===== src/sv/pal_pkg.sv =====
// shared package for the positional array list
// field widths, action and status codes, controller/datapath command and status types
// no dependencies
package pal_pkg;

  // default list capacity
  localparam int CAPACITY_DEF = 16;

  // fixed field widths
  localparam int ACT_W = 2;
  localparam int POS_W = 5;
  localparam int VAL_W = 32;
  localparam int ST_W  = 2;
  localparam int CNT_OUT_W = 5;

  // action codes
  localparam logic [ACT_W-1:0] ACT_GET    = 2'd0;
  localparam logic [ACT_W-1:0] ACT_LOCATE = 2'd1;
  localparam logic [ACT_W-1:0] ACT_INSERT = 2'd2;
  localparam logic [ACT_W-1:0] ACT_DELETE = 2'd3;

  // status codes
  localparam logic [ST_W-1:0] ST_OK        = 2'd0;
  localparam logic [ST_W-1:0] ST_BAD_POS   = 2'd1;
  localparam logic [ST_W-1:0] ST_FULL      = 2'd2;
  localparam logic [ST_W-1:0] ST_NOT_FOUND = 2'd3;

  // commands from controller to datapath
  typedef struct packed {
    logic            ld;          // latch an accepted request
    logic            k_init;      // preset the index for the action
    logic            k_inc;
    logic            k_dec;
    logic            rd;          // issue a memory read
    logic            wr_mv;       // write back the entry just read
    logic            wr_val;      // write the request value
    logic            cnt_inc;
    logic            cnt_dec;
    logic            res_load;    // capture a result
    logic [ST_W-1:0] res_status;
    logic            res_rd_sel;  // result carries the entry read
    logic            res_fnd_sel; // result carries index plus one
    logic            push;        // move result into the output register
  } pal_cmd_t;

  // status from datapath to controller
  typedef struct packed {
    logic [ACT_W-1:0] act;
    logic             pos_bad;   // position out of range for the action
    logic             full;
    logic             cnt_zero;
    logic             k_at_pos;  // index equals position minus one
    logic             k_at_cnt;  // index equals count
    logic             k_last;    // index plus one equals count
    logic             match;     // entry read equals request value
    logic             out_free;  // output register can take a result
  } pal_sts_t;

endpackage


===== src/sv/pal_ram.sv =====
// generic single write port, single read port ram with registered read
// depends on nothing
module pal_ram #(
  parameter int WIDTH = 32,
  parameter int DEPTH = 16,
  parameter int AW    = (DEPTH > 1) ? $clog2(DEPTH) : 1
) (
  input  logic             clk,
  input  logic             we,
  input  logic [AW-1:0]    waddr,
  input  logic [WIDTH-1:0] wdata,
  input  logic             re,
  input  logic [AW-1:0]    raddr,
  output logic [WIDTH-1:0] rdata
);

  logic [WIDTH-1:0] mem [DEPTH];
  logic [WIDTH-1:0] rdata_r;

  // write port and registered read port
  always_ff @(posedge clk) begin
    if (we) begin
      mem[waddr] <= wdata;
    end
    if (re) begin
      rdata_r <= mem[raddr];
    end
  end

  assign rdata = rdata_r;

endmodule


===== src/sv/pal_ctrl.sv =====
// controller state machine for the positional array list
// depends on pal_pkg; drives pal_dpath through pal_cmd_t, reads pal_sts_t
module pal_ctrl
  import pal_pkg::*;
(
  input  logic     clk,
  input  logic     rst_n,
  input  logic     in_fire,
  output logic     in_rdy,
  input  pal_sts_t sts,
  output pal_cmd_t cmd
);

  localparam logic [3:0] S_IDLE = 4'd0;
  localparam logic [3:0] S_DEC  = 4'd1;
  localparam logic [3:0] S_GRD  = 4'd2;
  localparam logic [3:0] S_GETW = 4'd3;
  localparam logic [3:0] S_LRD  = 4'd4;
  localparam logic [3:0] S_LCMP = 4'd5;
  localparam logic [3:0] S_IMOV = 4'd6;
  localparam logic [3:0] S_IWR  = 4'd7;
  localparam logic [3:0] S_DMOV = 4'd8;
  localparam logic [3:0] S_DWR  = 4'd9;
  localparam logic [3:0] S_PUSH = 4'd10;

  logic [3:0] state_r, state_nxt;

  assign in_rdy = (state_r == S_IDLE);

  // next state and commands
  always_comb begin
    state_nxt = state_r;
    cmd       = '0;
    unique case (state_r)
      S_IDLE: begin
        if (in_fire) begin
          cmd.ld    = 1'b1;
          state_nxt = S_DEC;
        end
      end
      S_DEC: begin
        cmd.k_init = 1'b1;
        unique case (sts.act)
          ACT_GET: begin
            if (sts.pos_bad) begin
              cmd.res_load   = 1'b1;
              cmd.res_status = ST_BAD_POS;
              state_nxt      = S_PUSH;
            end else begin
              state_nxt = S_GRD;
            end
          end
          ACT_LOCATE: begin
            if (sts.cnt_zero) begin
              cmd.res_load   = 1'b1;
              cmd.res_status = ST_NOT_FOUND;
              state_nxt      = S_PUSH;
            end else begin
              state_nxt = S_LRD;
            end
          end
          ACT_INSERT: begin
            if (sts.pos_bad) begin
              cmd.res_load   = 1'b1;
              cmd.res_status = ST_BAD_POS;
              state_nxt      = S_PUSH;
            end else if (sts.full) begin
              cmd.res_load   = 1'b1;
              cmd.res_status = ST_FULL;
              state_nxt      = S_PUSH;
            end else begin
              state_nxt = S_IMOV;
            end
          end
          default: begin
            if (sts.pos_bad) begin
              cmd.res_load   = 1'b1;
              cmd.res_status = ST_BAD_POS;
              state_nxt      = S_PUSH;
            end else begin
              state_nxt = S_DMOV;
            end
          end
        endcase
      end
      // get: one read round trip
      S_GRD: begin
        cmd.rd    = 1'b1;
        state_nxt = S_GETW;
      end
      S_GETW: begin
        cmd.res_load   = 1'b1;
        cmd.res_status = ST_OK;
        cmd.res_rd_sel = 1'b1;
        state_nxt      = S_PUSH;
      end
      // locate: read then compare, entry by entry
      S_LRD: begin
        cmd.rd    = 1'b1;
        state_nxt = S_LCMP;
      end
      S_LCMP: begin
        if (sts.match) begin
          cmd.res_load    = 1'b1;
          cmd.res_status  = ST_OK;
          cmd.res_fnd_sel = 1'b1;
          state_nxt       = S_PUSH;
        end else if (sts.k_last) begin
          cmd.res_load   = 1'b1;
          cmd.res_status = ST_NOT_FOUND;
          state_nxt      = S_PUSH;
        end else begin
          cmd.k_inc = 1'b1;
          state_nxt = S_LRD;
        end
      end
      // insert: shift entries up from the top, then drop the value in
      S_IMOV: begin
        if (sts.k_at_pos) begin
          cmd.wr_val     = 1'b1;
          cmd.cnt_inc    = 1'b1;
          cmd.res_load   = 1'b1;
          cmd.res_status = ST_OK;
          state_nxt      = S_PUSH;
        end else begin
          cmd.rd    = 1'b1;
          state_nxt = S_IWR;
        end
      end
      S_IWR: begin
        cmd.wr_mv = 1'b1;
        cmd.k_dec = 1'b1;
        state_nxt = S_IMOV;
      end
      // delete: shift entries down from the position
      S_DMOV: begin
        if (sts.k_at_cnt) begin
          cmd.cnt_dec    = 1'b1;
          cmd.res_load   = 1'b1;
          cmd.res_status = ST_OK;
          state_nxt      = S_PUSH;
        end else begin
          cmd.rd    = 1'b1;
          state_nxt = S_DWR;
        end
      end
      S_DWR: begin
        cmd.wr_mv = 1'b1;
        cmd.k_inc = 1'b1;
        state_nxt = S_DMOV;
      end
      // wait for the output register
      S_PUSH: begin
        if (sts.out_free) begin
          cmd.push  = 1'b1;
          state_nxt = S_IDLE;
        end
      end
      default: begin
        state_nxt = S_IDLE;
      end
    endcase
  end

  // state register
  always_ff @(posedge clk) begin
    if (!rst_n) begin
      state_r <= S_IDLE;
    end else begin
      state_r <= state_nxt;
    end
  end

endmodule


===== src/sv/pal_dpath.sv =====
// datapath for the positional array list: request latch, count, index, entry ram,
// result and output registers; depends on pal_pkg and pal_ram
module pal_dpath
  import pal_pkg::*;
#(
  parameter int CAPACITY = CAPACITY_DEF
) (
  input  logic                    clk,
  input  logic                    rst_n,
  input  logic [ACT_W-1:0]        in_action,
  input  logic [POS_W-1:0]        in_position,
  input  logic signed [VAL_W-1:0] in_value,
  input  pal_cmd_t                cmd,
  output pal_sts_t                sts,
  input  logic                    out_rdy,
  output logic                    out_vld,
  output logic [ST_W-1:0]         out_status,
  output logic signed [VAL_W-1:0] out_read_value,
  output logic [POS_W-1:0]        out_found_position,
  output logic [CNT_OUT_W-1:0]    out_count
);

  localparam int CNT_W  = $clog2(CAPACITY + 1);
  localparam int ADDR_W = (CAPACITY > 1) ? $clog2(CAPACITY) : 1;
  localparam int EXT_W  = ((CNT_W > POS_W) ? CNT_W : POS_W) + 1;
  localparam int OEXT_W = ((CNT_W > CNT_OUT_W) ? CNT_W : CNT_OUT_W);

  logic [ACT_W-1:0]        act_r;
  logic [POS_W-1:0]        pos_r;
  logic signed [VAL_W-1:0] val_r;
  logic [CNT_W-1:0]        cnt_r, cnt_nxt;
  logic [CNT_W-1:0]        k_r, k_nxt;
  logic [ST_W-1:0]         res_st_r;
  logic [VAL_W-1:0]        res_rd_r;
  logic [POS_W-1:0]        res_fnd_r;
  logic                    out_vld_r, out_vld_nxt;
  logic [ST_W-1:0]         out_st_r;
  logic [VAL_W-1:0]        out_rd_r;
  logic [POS_W-1:0]        out_fnd_r;
  logic [CNT_OUT_W-1:0]    out_cnt_r;

  logic [EXT_W-1:0]  pos_x, cnt_x, k_x, pos_m1_x, k_p1_x, lim_x;
  logic [CNT_W-1:0]  k_m1;
  logic [OEXT_W-1:0] cnt_o;
  logic [ADDR_W-1:0] raddr, waddr;
  logic [VAL_W-1:0]  wdata, rdata;
  logic              we;

  // widened copies for compares
  assign pos_x    = EXT_W'(pos_r);
  assign cnt_x    = EXT_W'(cnt_r);
  assign k_x      = EXT_W'(k_r);
  assign pos_m1_x = pos_x - EXT_W'(1);
  assign k_p1_x   = k_x + EXT_W'(1);
  assign k_m1     = k_r - CNT_W'(1);
  assign cnt_o    = OEXT_W'(cnt_r);

  // highest legal position: count for get and delete, count plus one for insert
  assign lim_x = (act_r == ACT_INSERT) ? (cnt_x + EXT_W'(1)) : cnt_x;

  // status to controller
  always_comb begin
    sts.act      = act_r;
    sts.pos_bad  = (pos_r == '0) || (pos_x > lim_x);
    sts.full     = (cnt_x == EXT_W'(CAPACITY));
    sts.cnt_zero = (cnt_r == '0);
    sts.k_at_pos = (k_x == pos_m1_x);
    sts.k_at_cnt = (k_r == cnt_r);
    sts.k_last   = (k_p1_x == cnt_x);
    sts.match    = (rdata == val_r);
    sts.out_free = !out_vld_r || out_rdy;
  end

  // request latch
  always_ff @(posedge clk) begin
    if (cmd.ld) begin
      act_r <= in_action;
      pos_r <= in_position;
      val_r <= in_value;
    end
  end

  // index preset and stepping
  always_comb begin
    k_nxt = k_r;
    if (cmd.k_init) begin
      unique case (act_r)
        ACT_GET:    k_nxt = pos_m1_x[CNT_W-1:0];
        ACT_LOCATE: k_nxt = '0;
        ACT_INSERT: k_nxt = cnt_r;
        default:    k_nxt = pos_x[CNT_W-1:0];
      endcase
    end else if (cmd.k_inc) begin
      k_nxt = k_r + CNT_W'(1);
    end else if (cmd.k_dec) begin
      k_nxt = k_m1;
    end
  end

  always_ff @(posedge clk) begin
    k_r <= k_nxt;
  end

  // entry count
  always_comb begin
    cnt_nxt = cnt_r;
    if (cmd.cnt_inc) begin
      cnt_nxt = cnt_r + CNT_W'(1);
    end else if (cmd.cnt_dec) begin
      cnt_nxt = cnt_r - CNT_W'(1);
    end
  end

  always_ff @(posedge clk) begin
    if (!rst_n) begin
      cnt_r <= '0;
    end else begin
      cnt_r <= cnt_nxt;
    end
  end

  // ram addressing: insert reads below the index, delete writes below it
  assign raddr = (act_r == ACT_INSERT) ? k_m1[ADDR_W-1:0] : k_r[ADDR_W-1:0];
  assign waddr = (act_r == ACT_DELETE) ? k_m1[ADDR_W-1:0] : k_r[ADDR_W-1:0];
  assign wdata = cmd.wr_val ? val_r : rdata;
  assign we    = cmd.wr_mv || cmd.wr_val;

  pal_ram #(
    .WIDTH (VAL_W),
    .DEPTH (CAPACITY)
  ) u_ram (
    .clk   (clk),
    .we    (we),
    .waddr (waddr),
    .wdata (wdata),
    .re    (cmd.rd),
    .raddr (raddr),
    .rdata (rdata)
  );

  // result capture
  always_ff @(posedge clk) begin
    if (cmd.res_load) begin
      res_st_r  <= cmd.res_status;
      res_rd_r  <= cmd.res_rd_sel ? rdata : '0;
      res_fnd_r <= cmd.res_fnd_sel ? k_p1_x[POS_W-1:0] : '0;
    end
  end

  // output register
  always_comb begin
    out_vld_nxt = out_vld_r;
    if (cmd.push) begin
      out_vld_nxt = 1'b1;
    end else if (out_rdy) begin
      out_vld_nxt = 1'b0;
    end
  end

  always_ff @(posedge clk) begin
    if (!rst_n) begin
      out_vld_r <= 1'b0;
    end else begin
      out_vld_r <= out_vld_nxt;
    end
  end

  always_ff @(posedge clk) begin
    if (cmd.push) begin
      out_st_r  <= res_st_r;
      out_rd_r  <= res_rd_r;
      out_fnd_r <= res_fnd_r;
      out_cnt_r <= cnt_o[CNT_OUT_W-1:0];
    end
  end

  assign out_vld            = out_vld_r;
  assign out_status         = out_st_r;
  assign out_read_value     = out_rd_r;
  assign out_found_position = out_fnd_r;
  assign out_count          = out_cnt_r;

endmodule


===== src/sv/positional_array_list.sv =====
// top level of the positional array list: stream ports, controller and datapath
// depends on pal_pkg, pal_ctrl, pal_dpath (and pal_ram below it)
//
//  channel | direction | tdata fields, lowest bit up
//  in_     | slave     | action[1:0] position[6:2] value[38:7], zero fill to 40
//  out_    | master    | status[1:0] read_value[33:2] found_position[38:34]
//          |           | count[43:39], zero fill to 48
//
// one request at a time; the entries sit in a ram with registered read, so every
// entry moved or compared takes a read state and then a write or compare state;
// every request goes from accept through decode to the push state before the next
// one is taken, and a rejected request goes from decode straight to push.
// rst_n (synchronous) clears the count and the output valid; the ram holds no reset.
// the output register holds a result under back-pressure; the controller waits for
// it before it takes the next request.
module positional_array_list
  import pal_pkg::*;
#(
  parameter int CAPACITY = CAPACITY_DEF
) (
  input  logic        clk,
  input  logic        rst_n,
  input  logic        in_tvalid,
  output logic        in_tready,
  input  logic [39:0] in_tdata,   // action, position, value
  output logic        out_tvalid,
  input  logic        out_tready,
  output logic [47:0] out_tdata   // status, read_value, found_position, count
);

  pal_cmd_t                cmd;
  pal_sts_t                sts;
  logic                    in_rdy;
  logic [ST_W-1:0]         o_status;
  logic signed [VAL_W-1:0] o_read_value;
  logic [POS_W-1:0]        o_found_position;
  logic [CNT_OUT_W-1:0]    o_count;

  assign in_tready = in_rdy;

  pal_ctrl u_ctrl (
    .clk     (clk),
    .rst_n   (rst_n),
    .in_fire (in_tvalid && in_rdy),
    .in_rdy  (in_rdy),
    .sts     (sts),
    .cmd     (cmd)
  );

  pal_dpath #(
    .CAPACITY (CAPACITY)
  ) u_dpath (
    .clk                (clk),
    .rst_n              (rst_n),
    .in_action          (in_tdata[1:0]),
    .in_position        (in_tdata[6:2]),
    .in_value           (in_tdata[38:7]),
    .cmd                (cmd),
    .sts                (sts),
    .out_rdy            (out_tready),
    .out_vld            (out_tvalid),
    .out_status         (o_status),
    .out_read_value     (o_read_value),
    .out_found_position (o_found_position),
    .out_count          (o_count)
  );

  // pack the result
  assign out_tdata = {4'b0000, o_count, o_found_position, o_read_value, o_status};

endmodule


===== config.mk =====
export PLATFORM = sky130hd
export DESIGN_NAME = positional_array_list
export DESIGN_NICKNAME = d
export VERILOG_FILES = /design/src/sv/pal_pkg.sv /design/src/sv/pal_ram.sv /design/src/sv/pal_ctrl.sv /design/src/sv/pal_dpath.sv /design/src/sv/positional_array_list.sv
export SDC_FILE = /design/constraint.sdc
export NUM_CORES = 1
export LEC_CHECK = 0
export BUFFER_PORTS_ARGS = -buffer_cell sky130_fd_sc_hd__buf_2
export CELL_PAD_IN_SITES_DETAIL_PLACEMENT = 0
export CELL_PAD_IN_SITES_GLOBAL_PLACEMENT = 1
export CORE_MARGIN = 2
export CORE_UTILIZATION = 53
export CTS_CLUSTER_DIAMETER = 30
export DETAILED_ROUTE_END_ITERATION = 10
export PLACE_DENSITY_LB_ADDON = 0.1
export SETUP_SLACK_MARGIN = 0.1
export SYNTH_ARGS = -nofsm -noshare
export SYNTH_HDL_FRONTEND = slang
export SYNTH_SLANG_ARGS = --single-unit

===== constraint.sdc =====
create_clock -name clk -period 4.8 [get_ports clk]
set_input_delay 0.72 -clock clk [delete_from_list [all_inputs] [get_ports clk]]
set_output_delay 0.72 -clock clk [all_outputs]
set_load 0.005 [all_outputs]

==> flow_metrics.env <==
export IMPL_status="finished clean"
export IMPL_max_slew_margin_pct=35.8
export IMPL_p_int_mw=16.1
export IMPL_area_growth_pct=22.8
export IMPL_ctsResizeCount=0
export IMPL_powerDensity_nw_per_um2=673
export IMPL_switching_share_pct=28.1
export IMPL_drt_iter0_drc=1325
export IMPL_ios=94
export IMPL_cp_start_kind="flip-flop"
export IMPL_yosysWarnings=0
export IMPL_cts_hold_buffers=0
export IMPL_ys_ff_latch=681
export IMPL_antenna_found_initial=2
export IMPL_vias=13900
export IMPL_seqPwrFrac_pct=36.7
export IMPL_wire_per_inst_um=27.2
export IMPL_synth_simple_gate_area_share_pct=4.99
export IMPL_final_nets=1633
export IMPL_cts_root_buf="clkbuf_16"
export IMPL_synth_cell_types=62
export IMPL_p_clk_share_pct=41.8
export IMPL_ys_seq_area_share_pct=75.1
export IMPL_fin_skew_ns=0.0300
export IMPL_hold_path_class="in -> reg"
export IMPL_max_slew_worst_pin_slew_ns=0.936
export IMPL_period_share_pct=77.4
export IMPL_fmax_mhz=269
export IMPL_final_common_cell="edfxtp_1"
export IMPL_slowest_stage="nor2_4"
export IMPL_final_cell_mix="edfxtp_1, mux4_2, clkbuf_16, nand2_1, buf_2"
export IMPL_critical_path_class="reg -> reg"
export IMPL_hold_viol=0
export IMPL_synthCells=1383
export IMPL_synth_area_um2=27100
export IMPL_cp_cell_sequence="inv_1 -> ha_1 -> nor3b_2 -> xnor2_1 -> nor4_4 -> a21oi_1 -> o21ai_1 -> o21ai_1 -> nor2_4 -> buf_12"
export IMPL_combPwrFrac_pct=21.5
export IMPL_overflow=0
export IMPL_io_buffers=88
export IMPL_drive_gt1_share_pct=31.9
export IMPL_core_um2=50400
export IMPL_clk_pin_slew_ns=0.05
export IMPL_p_leak_nw=11.3
export IMPL_path_common_cell="o21ai_1"
export IMPL_drt_total_wl_um=63900
export IMPL_drc=0
export IMPL_antenna_cells=0
export IMPL_cpPeakStageDelay_ns=0.65
export IMPL_rows=82
export IMPL_cts_setup_buffers=0
export IMPL_cts_max_level=4
export IMPL_vias_per_cell=5.91
export IMPL_fp_dieW_um=230
export IMPL_cp_data_required_time_ns=5.17
export IMPL_synth_xor_xnor_area_share_pct=1.91
export IMPL_postSynth_asyncResetShare_pct=0
export IMPL_utilization_pct=66.1
export IMPL_grt_pass1_wl_um=93900
export IMPL_chipHeight_um=230
export IMPL_dp_hpwl_um=32900
export IMPL_endpoint_kind="flip-flop"
export IMPL_peakVddDrop_mv=0.402
export IMPL_n_fill_cell=3397
export IMPL_grt_max_degree=84
export IMPL_power_switching_mw=6.30
export IMPL_cts_buffers_inserted=132
export IMPL_synth_edf_count=671
export IMPL_fin_setup_tns_ns=0
export IMPL_setup_violations=0
export IMPL_synth_top_family_by_area="multiplexers"
export IMPL_cts_buffer_depth=3
export IMPL_rsz0062_at_grt="false"
export IMPL_start_util_pct=53.8
export IMPL_synth_fa_ha_area_share_pct=0.951
export IMPL_cp_arrival_ns=4.08
export IMPL_cts_sinks=681
export IMPL_grt_pass1_vias=14100
export IMPL_first_pass_iters=5
export IMPL_synth_compound_area_share_pct=1.92
export IMPL_grt_total_usage_pct=25.0
export IMPL_cts_tree="done"
export IMPL_place_congestion=0.815
export IMPL_final_max_slew_viol_count=0
export IMPL_clkLatencyLatePin_ns=0.70
export IMPL_cap_viol_max_count=0
export IMPL_finalCriticalPeriod_ns=3.72
export IMPL_crit_fanout=20
export IMPL_detail_route_antenna_nets=0
export IMPL_syn_area_per_cell_um2=19.6
export IMPL_synthMuxAreaShare_pct=13.7
export IMPL_die_area_um2=53000
export IMPL_synth_top_flop_cell="edfxtp_1"
-- stage by stage --
| step | hold WS (ns) | area, um2 | worst slack (ns) | std cells | total power [mW] |
|---|---|---|---|---|---|
| 3_3_place_gp | 0.401 | 28700 | 1.12 | 2107 | 13.1 |
| 2_1_floorplan | 0.400 | 27100 | 0.436 | 1386 | 11.5 |
| 5_1_grt | 0.168 | 33300 | 0.874 | 2348 | 23.3 |
| 4_1_cts | 0.152 | 33300 | 1.03 | 2348 | 22.6 |
| 3_5_place_dp | 0.405 | 28700 | 1.05 | 2107 | 13.2 |
| 6_report | 0.193 | 33300 | 1.08 | 2348 | 22.4 |
-- layout make-up --
cell class,instances,area [um2],area share [%]
flip-flops and latches,681,20300,61.1
multi-input cells,610,6560,19.7
clock buffers,147,3440,10.3
clock inverters,94,1150,3.47
repair buffers,123,866,2.60
well taps,672,841,2.53
inverters,21,78.8,0.237
-- synthesized netlist by cell type, types with 2 or more instances --
library cell    n  area, um2
inv_1          19       71.3
nor3_1         14       70.1
and2_1          2       12.5
a41oi_1         2       17.5
or3_1           4       25.0
ha_1           19        238
nand4_1         4       25.0
nor4_1         11       68.8
nand3_1        12       60.1
or2_1           2       12.5
o31ai_1         3       22.5
nand3b_1        2       15.0
nor2_1         38        143
nor2b_1         9       56.3
dfxtp_1        10        200
o21a_1          4       30.0
nand2_1       128        480
and3_1         38        238
clkbuf_1       33        124
a21o_1          4       30.0
xnor2_1        17        149
nor3b_1         4       30.0
o21ai_0        12       60.1
a21oi_1        15       75.1
mux4_2        160       3600
nand2b_1        6       37.5
o211ai_1        2       15.0
buf_4           6       45.0
mux2i_1         9       90.1
buf_2          23        115
buf_1          12       45.0
a2111oi_0       2       17.5
a211oi_1        6       45.0
xor2_1         42        368
o2111a_1        2       22.5
o21ai_1         8       40.0
edfxtp_1      671      20100
a32oi_1         3       26.3
a22oi_1         2       15.0
-- worst paths after layout --
path,start,endpoint,slack [ns],depth (start not counted)
setup / recovery,u_dpath.pos_r[0],u_dpath.u_ram.mem[6][11],1.08,10
hold / removal,in_tdata[38],u_dpath.val_r[31],0.19,1
setup reg to reg,u_dpath.pos_r[0],u_dpath.u_ram.mem[6][11],1.08,10
hold reg to reg,u_dpath.res_fnd_r[0],u_dpath.out_found_position[0],0.41,0
-- state kept, by name (all words and copies together), names as in the netlist --
name                        flops
u_ctrl.state_r                  4
u_dpath.act_r                   2
u_dpath.cnt_o                   5
u_dpath.k_r                     5
u_dpath.out_count               5
u_dpath.out_found_position      5
u_dpath.out_read_value         32
u_dpath.out_status              2
u_dpath.out_vld                 1
u_dpath.pos_r                   5
u_dpath.res_fnd_r               5
u_dpath.res_rd_r               32
u_dpath.res_st_r                2
u_dpath.u_ram.mem             512
u_dpath.u_ram.rdata            32
u_dpath.val_r                  32
-- cells by family after synthesis --
family / count (synthesis)
AO/OA/AOI/OAI: 76
XOR/XNOR: 59
adder cells (fa/ha/maj): 20
buffers and inverters: 95
flip-flops: 681
multiplexers: 170
other: 1
AND/OR/NAND/NOR: 281
-- worst max-delay path: cells and delay by family (launching register included) --
kind / cells / cell delay (ns)
compound gates: 3 / 0.81
xor+xnor: 1 / 0.15
fa+ha+maj: 1 / 0.26
buf+inv: 2 / 0.47
flops: 1 / 0.43
simple gates: 3 / 1.28
-- per-layer routing --
layer | routed length [um] | GRT usage [%]
met5 | 0 | 0
met3 | 4120 | 5.59
met4 | 1710 | 9.38
met2 | 31000 | 39.1
met1 | 27100 | 34.8
-- power groups by stage --
stage	combinational (mW)	clock, mW	sequential, mW
final	4.82	9.37	8.23
after detailed placement	4.86	0	8.33
after floorplan	3.43	0	8.12
after global routing	5.20	9.79	8.27
after CTS	4.88	9.49	8.23
after global placement	4.77	0	8.32
No activity file was read; power rests on OpenSTA's default activity.
